## src/design/r4dc_pkg.sv

```systemverilog
package r4dc_pkg;

  localparam int FRAC_BITS = 16;
  localparam int DIM2      = 9;
  localparam int ENTRIES   = 81;
  localparam int ROW_W     = 4;
  localparam int IDX_W     = 7;
  localparam int VAL_W     = 32;
  localparam int PROD_W    = 64;
  localparam int SUM_W     = 68;

  localparam logic ACT_LOAD  = 1'b0;
  localparam logic ACT_APPLY = 1'b1;

  typedef enum logic {
    ST_IDLE,
    ST_RUN
  } st_t;

  typedef struct packed {
    logic                    action;
    logic [IDX_W-1:0]        entry_index;
    logic signed [VAL_W-1:0] entry_value;
    logic signed [VAL_W-1:0] a_00;
    logic signed [VAL_W-1:0] a_01;
    logic signed [VAL_W-1:0] a_02;
    logic signed [VAL_W-1:0] a_10;
    logic signed [VAL_W-1:0] a_11;
    logic signed [VAL_W-1:0] a_12;
    logic signed [VAL_W-1:0] a_20;
    logic signed [VAL_W-1:0] a_21;
    logic signed [VAL_W-1:0] a_22;
  } in_item_t;

  typedef struct packed {
    logic signed [VAL_W-1:0] out_00;
    logic signed [VAL_W-1:0] out_01;
    logic signed [VAL_W-1:0] out_02;
    logic signed [VAL_W-1:0] out_10;
    logic signed [VAL_W-1:0] out_11;
    logic signed [VAL_W-1:0] out_12;
    logic signed [VAL_W-1:0] out_20;
    logic signed [VAL_W-1:0] out_21;
    logic signed [VAL_W-1:0] out_22;
    logic                    saturated;
  } out_item_t;

  typedef struct packed {
    logic                    vld;
    logic [ROW_W-1:0]        row;
    logic                    sum_vld;
    logic signed [SUM_W-1:0] sum;
  } link_t;

  typedef struct packed {
    logic                    vld;
    logic signed [VAL_W-1:0] val;
    logic                    clamp;
  } sres_t;

  typedef struct packed {
    logic             ok;
    logic [ROW_W-1:0] row;
    logic [ROW_W-1:0] col;
  } idx_split_t;

  function automatic idx_split_t split_index(input logic [IDX_W-1:0] idx);
    idx_split_t       s;
    logic [12:0]      q;
    logic [IDX_W-1:0] base;
    q     = {6'd0, idx} * 13'd57;
    s.row = q[12:9];
    base  = IDX_W'({3'd0, s.row}) * IDX_W'(DIM2);
    s.col = ROW_W'(idx - base);
    s.ok  = (idx < IDX_W'(ENTRIES));
    return s;
  endfunction

endpackage

```

## src/design/r4dc_round.sv

```systemverilog
module r4dc_round
  import r4dc_pkg::*;
#(
  parameter int FracBits = FRAC_BITS
) (
  input  logic                    clk,
  input  logic                    rst_n,
  input  logic                    sum_vld,
  input  logic signed [SUM_W-1:0] sum,
  output sres_t                   res
);

  localparam logic signed [SUM_W-1:0] HALF = (SUM_W'(1) << FracBits) >> 1;
  localparam logic signed [SUM_W-1:0] MAXV = {{(SUM_W-31){1'b0}}, {31{1'b1}}};
  localparam logic signed [SUM_W-1:0] MINV = {{(SUM_W-31){1'b1}}, 31'd0};

  logic signed [SUM_W-1:0] biased;
  logic signed [SUM_W-1:0] rnd;
  logic signed [VAL_W-1:0] val_nxt;
  logic                    clamp_nxt;
  logic                    vld_r;
  logic signed [VAL_W-1:0] val_r;
  logic                    clamp_r;

  always_comb begin
    biased = sum + HALF;
    rnd    = biased >>> FracBits;
    if (rnd > MAXV) begin
      val_nxt   = {1'b0, {(VAL_W-1){1'b1}}};
      clamp_nxt = 1'b1;
    end else if (rnd < MINV) begin
      val_nxt   = {1'b1, {(VAL_W-1){1'b0}}};
      clamp_nxt = 1'b1;
    end else begin
      val_nxt   = rnd[VAL_W-1:0];
      clamp_nxt = 1'b0;
    end
  end

  always_ff @(posedge clk) begin
    if (!rst_n) begin
      vld_r <= 1'b0;
    end else begin
      vld_r <= sum_vld;
    end
  end

  always_ff @(posedge clk) begin
    val_r   <= val_nxt;
    clamp_r <= clamp_nxt;
  end

  assign res = '{vld: vld_r, val: val_r, clamp: clamp_r};

endmodule

```

## config.mk

```make
export PLATFORM = sky130hd
export DESIGN_NAME = r4dc_round
export DESIGN_NICKNAME = d
export VERILOG_FILES = /design/src/design/r4dc_pkg.sv /design/src/design/r4dc_round.sv
export SDC_FILE = /design/constraint.sdc
export NUM_CORES = 1
export LEC_CHECK = 0
export BUFFER_PORTS_ARGS = -buffer_cell sky130_fd_sc_hd__buf_2
export CAP_MARGIN = 25
export CELL_PAD_IN_SITES_DETAIL_PLACEMENT = 1
export CELL_PAD_IN_SITES_GLOBAL_PLACEMENT = 1
export CORE_MARGIN = 2
export CORE_UTILIZATION = 34
export DETAILED_ROUTE_END_ITERATION = 8
export PLACE_DENSITY = 0.8
export RECOVER_POWER = 100
export SYNTH_ARGS = -nofsm -noshare
export SYNTH_HDL_FRONTEND = slang
export SYNTH_SLANG_ARGS = --single-unit
export TNS_END_PERCENT = 30
```

## constraint.sdc

```tcl
create_clock -name clk -period 3.9 [get_ports clk]
set_input_delay 0.39 -clock clk [delete_from_list [all_inputs] [get_ports clk]]
set_output_delay 0.39 -clock clk [all_outputs]
set_load 0.01 [all_outputs]
```

# --- Yosys cells after proc, flatten, opt, wreduce, memory -nomap -nowiden ---
# Index checks and enable logic that the tools add are counted.
classes:
  bitwise_logic: 0
  div_mod_pow: 0
  shift: 0
  n_lt_le_gt_ge: 2
  n_mux: 2
  n_mul: 0
  n_addsub: 1
  n_eq_ne: 0
  n_reduce_logical: 0
op_table:
  columns: ["op", "n"]
  rows:
  - ["68-bit by 17-bit adder with 68-bit output (second input constant)", 1]
  - ["52-bit by 32-bit greater-than comparator with 1-bit output (second input constant)", 1]
  - ["52-bit by 32-bit < comparator with 1-bit output (second input constant)", 1]
  - ["32-bit 2-to-1 mux", 1]
  - ["1-bit 2-to-1 mux", 1]
word_totals:
  reg_bits: 34
  ram_bits: 0
  n_memories: 0
  elab_cells: 8
  romBits: 0
  out_inout_bits: 34
  input_bits: 71
  latchBits: 0

# --- Logic depth before layout (Yosys ltp) ---
# Gate-level depths: netlist of the first run.
logic_depth:
  ltp_word: 3
  ltp_mapped: 12
  mapped_depth_nobuf: 9

# --- Worst setup path after synthesis of the first run ---
# OpenSTA, ideal clock, no wires.
synth_path:
  path_type: "input port to flip-flop"
  from: "input port sum[15]"
  to: "register clamp_r"
  setup_ns: 0.121
  cell_stages: 10
  setup_slack_ns: 0.860
  required_ns: 3.779
  arrival_time_ns: 2.919
  n_path_buf: 1
  path_cell_list: "ha_1 -> nand4_1 -> or4_1 -> buf_2 -> nor4_4 -> or4b_1 -> xor2_1 -> inv_1 -> nor3_1 -> a21oi_1"
synth_between:
  elab_chain_len: 3
  word_cells_on_any_way: 4
  cone_classes: "add/sub: 1; order compare: 2; mux: 1"
synth_rtl:
  columns: ["element", "line", "rtl"]
  rows:
  - ["from (decl)", "r4dc_round.sv:9", "input logic signed [SUM_W-1:0] sum,"]
  - ["68-bit by 17-bit adder with 68-bit output *", "r4dc_round.sv:26", "biased = sum + HALF;"]
  - ["52-bit by 32-bit < comparator with 1-bit output", "r4dc_round.sv:31", "end else if (rnd < MINV) begin"]
  - ["1-bit 2-to-1 mux", "r4dc_round.sv:31", null]
  - ["to (signal assigned)", "r4dc_round.sv:50", "clamp_r <= clamp_nxt;"]
  - ["to (decl)", "r4dc_round.sv:23", "logic clamp_r;"]
# Every way passes the cells marked *; elsewhere a longest branch is shown, timed or not.
# A chain may end at the register's enable or synchronous reset.

# --- Worst setup path in the final report of the first run ---
layout_path:
  from: "input port sum[15]"
  to: "register val_r[4]"
layout_between:
  elab_chain_len: 3
  word_cells_on_any_way: 4
  cone_classes: "add/sub: 1; order compare: 2; mux: 1"
layout_rtl:
  columns: ["element", "line", "rtl"]
  rows:
  - ["68-bit by 17-bit adder with 68-bit output *", "r4dc_round.sv:26", null]
  - ["52-bit by 32-bit < comparator with 1-bit output", "r4dc_round.sv:31", null]
  - ["32-bit 2-to-1 mux", "r4dc_round.sv:31", null]
  - ["to (signal assigned)", "r4dc_round.sv:49", "val_r <= val_nxt;"]
  - ["to (decl)", "r4dc_round.sv:22", "logic signed [VAL_W-1:0] val_r;"]
# Marked as above.

==> metrics.txt, run 1 <==
Max rail drop VDD 0.0890 mV; port bufs about 90; Async SR Flop Fraction 0%; Yosys cell types 52; worst setup margin approximately 0.62 ns; global-route wire length before repair 12,000 µm; HPWL Detailed 6170 µm; TNS Setup 0 ns; CP startpoint kind primary input; RSZ-0062 raised after global routing false; status completed; ratio of total power to cell area 263 mW/mm²; Vias/cell between 5 and 6; largest net degree at the start of global routing 31; min-delay src sum_vld; syn_area_per_cell 7.83 µm²; max_cap viols 0; Final ANT Viol Nets 0; CTS Hold Bufs 0; yosys warns 0; core box area 0.00714 mm²; Setup crit end kind register; end of the worst hold path vld_r$_SDFF_PN0_; drt first pass iters 4; CP Max Fanout 30; Design Area, Final 0.00301 mm²; sequential element share of the synthesized area between 20% and 30%; # rows 31; vias in the first global route 2,527; synthesized flop and latch total 34; clock sink count 34; final hold vios 0; cells after synthesis 314; total wire length 7650 µm; Post-synth top cells 39 x nand2_1, 34 x dfxtp_1, 23 x nand3_1; WP data arrival 3.42 ns; CTS tree yes; Hold Crit Depth 2; Tmin final ~3.3 ns; post-synth net total 386; Slew Limit Headroom ~65%; routed len/inst roughly 15 µm; Cell Area, Placed 0.00302 mm²; initial DRC count 78; setup repair bufs after CTS 0; mapped cell area 0.00246 mm²; Max Clk Rate between 300 and 400 MHz; Fin Hold WS 0.312 ns; Final Max Tran Viols 0; die height 89.1 µm; Via Count 2,731; I/O pin total around 110; ranking of synthesized cells by area dfxtp_1 28%, xor2_1 6.4%, nand2_1 6.0%; area share of the largest cell type after synthesis between 20% and 30%; grt total ovfl 0; leakage power around 1.1 nW; GPL Wtd Cong 0.895; CTS Buf Count 5; worst-margin pin slew 0.524 ns; Pwr Total 0.791 mW; root buffer cell clkbuf_8; DRC viols 0; Finish-stage setup viols 0; count leader, synth nand2_1; initial antenna violation count 0; ANT cells 0; area leader, netlist dfxtp_1; Area Growth Syn to Fin 22.5%; post-CTS sizing 0; Die W 89.1 µm; # H-tree levels 2; Bufs on Longest Clock Path 2; number of synthesized flops with an enable pin 0; Most used DFF post-synth dfxtp_1; Setup WS pre-CTS 0.416 ns; Crit Path Category primary input to register; ratio of cells with drive above 1 in the final layout about a fifth; total die area 0.00793 mm²; clock slew at reported path FFs 0.06 ns; class of the worst hold path primary input to register; total track usage 19.2%; Final nets 476; Worst Path Required 4.04 ns; fin crit share 84.1%; initial core utilization 34.5%
flip-flops by register name, indices dropped and copies added (netlist names):
| signal | count |
|---|---|
| vld_r | 1 |
| val_r | 32 |
| clamp_r | 1 |
layer usage:
metal  vias to the layer above  track usage, %  wire (µm)  share of wire, %
li1                       1329               -          -                 -
met3                        10            2.22        428               5.6
met2                        83            34.3       3680                48
met5                         -               0          0                 0
met1                      1309            23.8       3440                45
met4                         0            6.78        102               1.3
per-stage QoR:
| stage | cells | util, % |
|---|---|---|
| finish | 503 | 42.2 |
| detailed placement | 496 | 42.3 |
| global placement | 496 | 42.3 |
| CTS | 503 | 43.4 |
| global route | 503 | 42.2 |
| floorplan | 314 | - |
final cells by class:
type,instances,area (µm²)
Clock buffer,5,68.8
Clock inverter,2,10.0
Fill cell,955,4120
Inverter,7,26.3
Multi-Input combinational cell,259,1630
Sequential cell,34,681
Tap cell,99,124
Timing Repair Buffer,97,474
layout by cell type (no fill, tap or decap), types with 2 or more instances in the layout:
master	Yosys	layout
clkbuf_8	0	5
mux2i_1	6	6
dfxtp_1	34	34
a211oi_1	3	3
buf_4	5	7
or2_2	2	2
buf_2	5	54
nand2b_1	3	3
nand4_1	20	20
inv_1	7	7
a21o_1	2	2
nor4_4	3	3
and3_1	4	4
clkbuf_1	3	35
nor2_1	21	21
xnor2_1	16	16
or3_1	4	4
clkinv_2	0	2
or4_1	8	8
o21ai_1	7	2
o21ai_0	14	29
nor3_1	10	10
a21oi_1	4	4
nand3_1	23	23
nand2_1	39	39
xor2_1	18	18
o21a_1	2	2
nor3b_1	2	2
nand4b_1	2	2
nor4_1	9	9
and4_1	4	4
o31ai_1	2	2
logic make-up (layout without fill, tap and decap cells):
| kind of cell | Yosys count | after routing | share of synthesized area (%) |
|---|---|---|---|
| adder cells (fa/ha/maj) | 1 | 1 | 0.509 |
| flip-flops | 34 | 34 | 27.7 |
| AND/OR/NAND/NOR | 162 | 162 | 37.1 |
| buffers and inverters | 21 | 111 | 4.53 |
| AO/OA/AOI/OAI | 55 | 55 | 15.2 |
| XOR/XNOR | 34 | 34 | 12.1 |
| multiplexers | 7 | 7 | 2.90 |
worst max-delay path, cell delays in order:
cell      delay [ns]
clkbuf_1        0.15
ha_1            0.25
nand4_1         0.19
or4_1           0.58
buf_4           0.21
or2_1           0.32
o32a_1          0.36
nor3_1          0.16
o21ai_1         0.15
o21ai_0         0.17
buf_4           0.31
o21ai_0         0.17
how the worst max path moves through the flow:
stage,from,end,slack (ns)
finish,sum[15],val_r[4]$_SDFF_PN1_,0.62
global route,sum[15],val_r[4]$_SDFF_PN1_,0.36
CTS,sum[15],val_r[25]$_SDFF_PN1_,0.72
detailed placement,sum[15],val_r[25]$_SDFF_PN1_,0.42
global placement,sum[33],clamp_r$_SDFF_PN1_,0.48
floorplan,sum[15],clamp_r$_SDFF_PN1_,0.86
report_power, final:
group | switching (mW) | total (mW) | leakage (nW) | internal, mW
combinational | 0.110 | 0.176 | 0.774 | 0.0667
sequential | 0.00518 | 0.375 | 0.286 | 0.370
clock | 0.120 | 0.240 | 0.0438 | 0.120
Power figures use the tool's default switching activity.
==> inputs of run 2 (changes only) <==
==> constraint.sdc (replaced) <==
create_clock -name clk -period 3.3 [get_ports clk]
set_input_delay 0.33 -clock clk [delete_from_list [all_inputs] [get_ports clk]]
set_output_delay 0.33 -clock clk [all_outputs]
set_load 0.01 [all_outputs]
==> metrics.txt, run 2 (same netlist as run 1, synthesis figures left out) <==
Setup crit end kind register; CP startpoint kind primary input; global-route wire length before repair 12,200 µm; WP data arrival 3.25 ns; Max Clk Rate 327 MHz; # rows 31; final hold vios 0; fin crit share 92.6%; max_cap viols 0; Finish-stage setup viols 0; Vias/cell 5.31; CTS tree yes; vias in the first global route 2,640; drt first pass iters 4; Final nets 480; RSZ-0062 raised after global routing false; CTS Hold Bufs 0; total die area 0.00793 mm²; post-CTS sizing 0; DRC viols 0; Max rail drop VDD 0.112 mV; CTS Buf Count 5; total wire length 7740 µm; Worst Path Required roughly 3.5 ns; Final Max Tran Viols 0; total track usage 19.6%; fin cells 507; status completed; class of the worst hold path primary input to register; most common cell after layout, fill and taps aside buf_2; Largest Register val_r; Die W around 90 µm; grt total ovfl 0; Setup WS pre-CTS -0.0302 ns; Sequential Area 681 µm²; GPL Wtd Cong 0.867; clock sink count 34; CP Launch Point sum[15]; Largest regs val_r (32), clamp_r (1), vld_r (1); Area Growth Syn to Fin 25.2%; initial core utilization between 30% and 40%; HPWL Detailed 6330 µm; Via Count roughly 2,700; Slew Limit Headroom 61.9%; initial antenna violation count 0; crit path capture val_r[28]$_SDFF_PN1_; Multi-input gate area 0.00166 mm²; most frequent cells in the layout 55 x buf_2, 39 x nand2_1, 35 x clkbuf_1; largest net degree at the start of global routing 31; core box area 0.00714 mm²; die height 89.1 µm; worst setup margin between 0.2 and 0.25 ns; Final ANT Viol Nets 0; worst-margin pin slew 0.566 ns; routed len/inst around 15 µm; ratio of total power to cell area 306 mW/mm²; clock slew at reported path FFs approximately 0.060 ns; Cells after DPL 500; root buffer cell clkbuf_8; CP Max Fanout 8; number of flip-flops under the largest register name 32; leakage power 1.13 nW; Tmin final 3.05 ns; I/O pin total between 100 and 150; ratio of cells with drive above 1 in the final layout 22.1%; fillers between 900 and 1,000; port bufs 89; setup repair bufs after CTS 0; Crit Path Category primary input to register; initial DRC count 75; Bufs on Longest Clock Path 2; # H-tree levels 2; ANT cells 0
## run 2: how the worst min path moves through the flow
stage,startpoint,cells past startpoint,endpoint
floorplan,sum_vld,1,vld_r$_SDFF_PN0_
global placement,sum_vld,2,vld_r$_SDFF_PN0_
detailed placement,sum_vld,2,vld_r$_SDFF_PN0_
CTS,sum_vld,2,vld_r$_SDFF_PN0_
global route,sum_vld,2,vld_r$_SDFF_PN0_
finish,sum_vld,2,vld_r$_SDFF_PN0_
## run 2: critical path, stage by stage
cell     delay (ns)
buf_2          0.12
ha_1           0.23
nand4_1        0.17
or4_1          0.67
nor4_4         0.28
or4b_1         0.49
xor2_1         0.46
nor2_4         0.16
buf_12         0.18
o21ai_0        0.17
## run 2: layout make-up
cell class	instances	area share (%)
Multi-Input combinational cell	259	53.8
Sequential cell	34	22.1
Inverter	7	0.853
Clock inverter	2	0.325
Clock buffer	5	2.23
Timing Repair Buffer	101	16.7
Tap cell	99	4.02
## run 2: per-layer routing
metal	vias up	share of wire, %	GRT usage [%]
met4	0	1.7	5.97
met1	1259	43	23.2
met2	78	50	36.5
met3	13	5.0	2.49
met5	-	0	0
li1	1343	-	-
## run 2: metrics by stage
stage	total power [mW]	setup TNS (ns)	utilization, %	hold WS, ns	cell area (µm²)
after global routing	0.998	0	43.2	0.247	3080
after global placement	0.671	0	42.9	0.535	3060
after detailed placement	0.677	-0.0617	42.9	0.542	3060
after floorplan	0.561	0	-	0.452	2460
final	0.944	0	43.2	0.252	3080
after CTS	0.961	0	44.0	0.253	3140
## run 2: power breakdown
group	total [mW]	internal [mW]	switching (mW)
clock	0.285	0.141	0.143
sequential	0.443	0.437	0.00624
combinational	0.216	0.0827	0.133
total	0.944	0.661	0.282
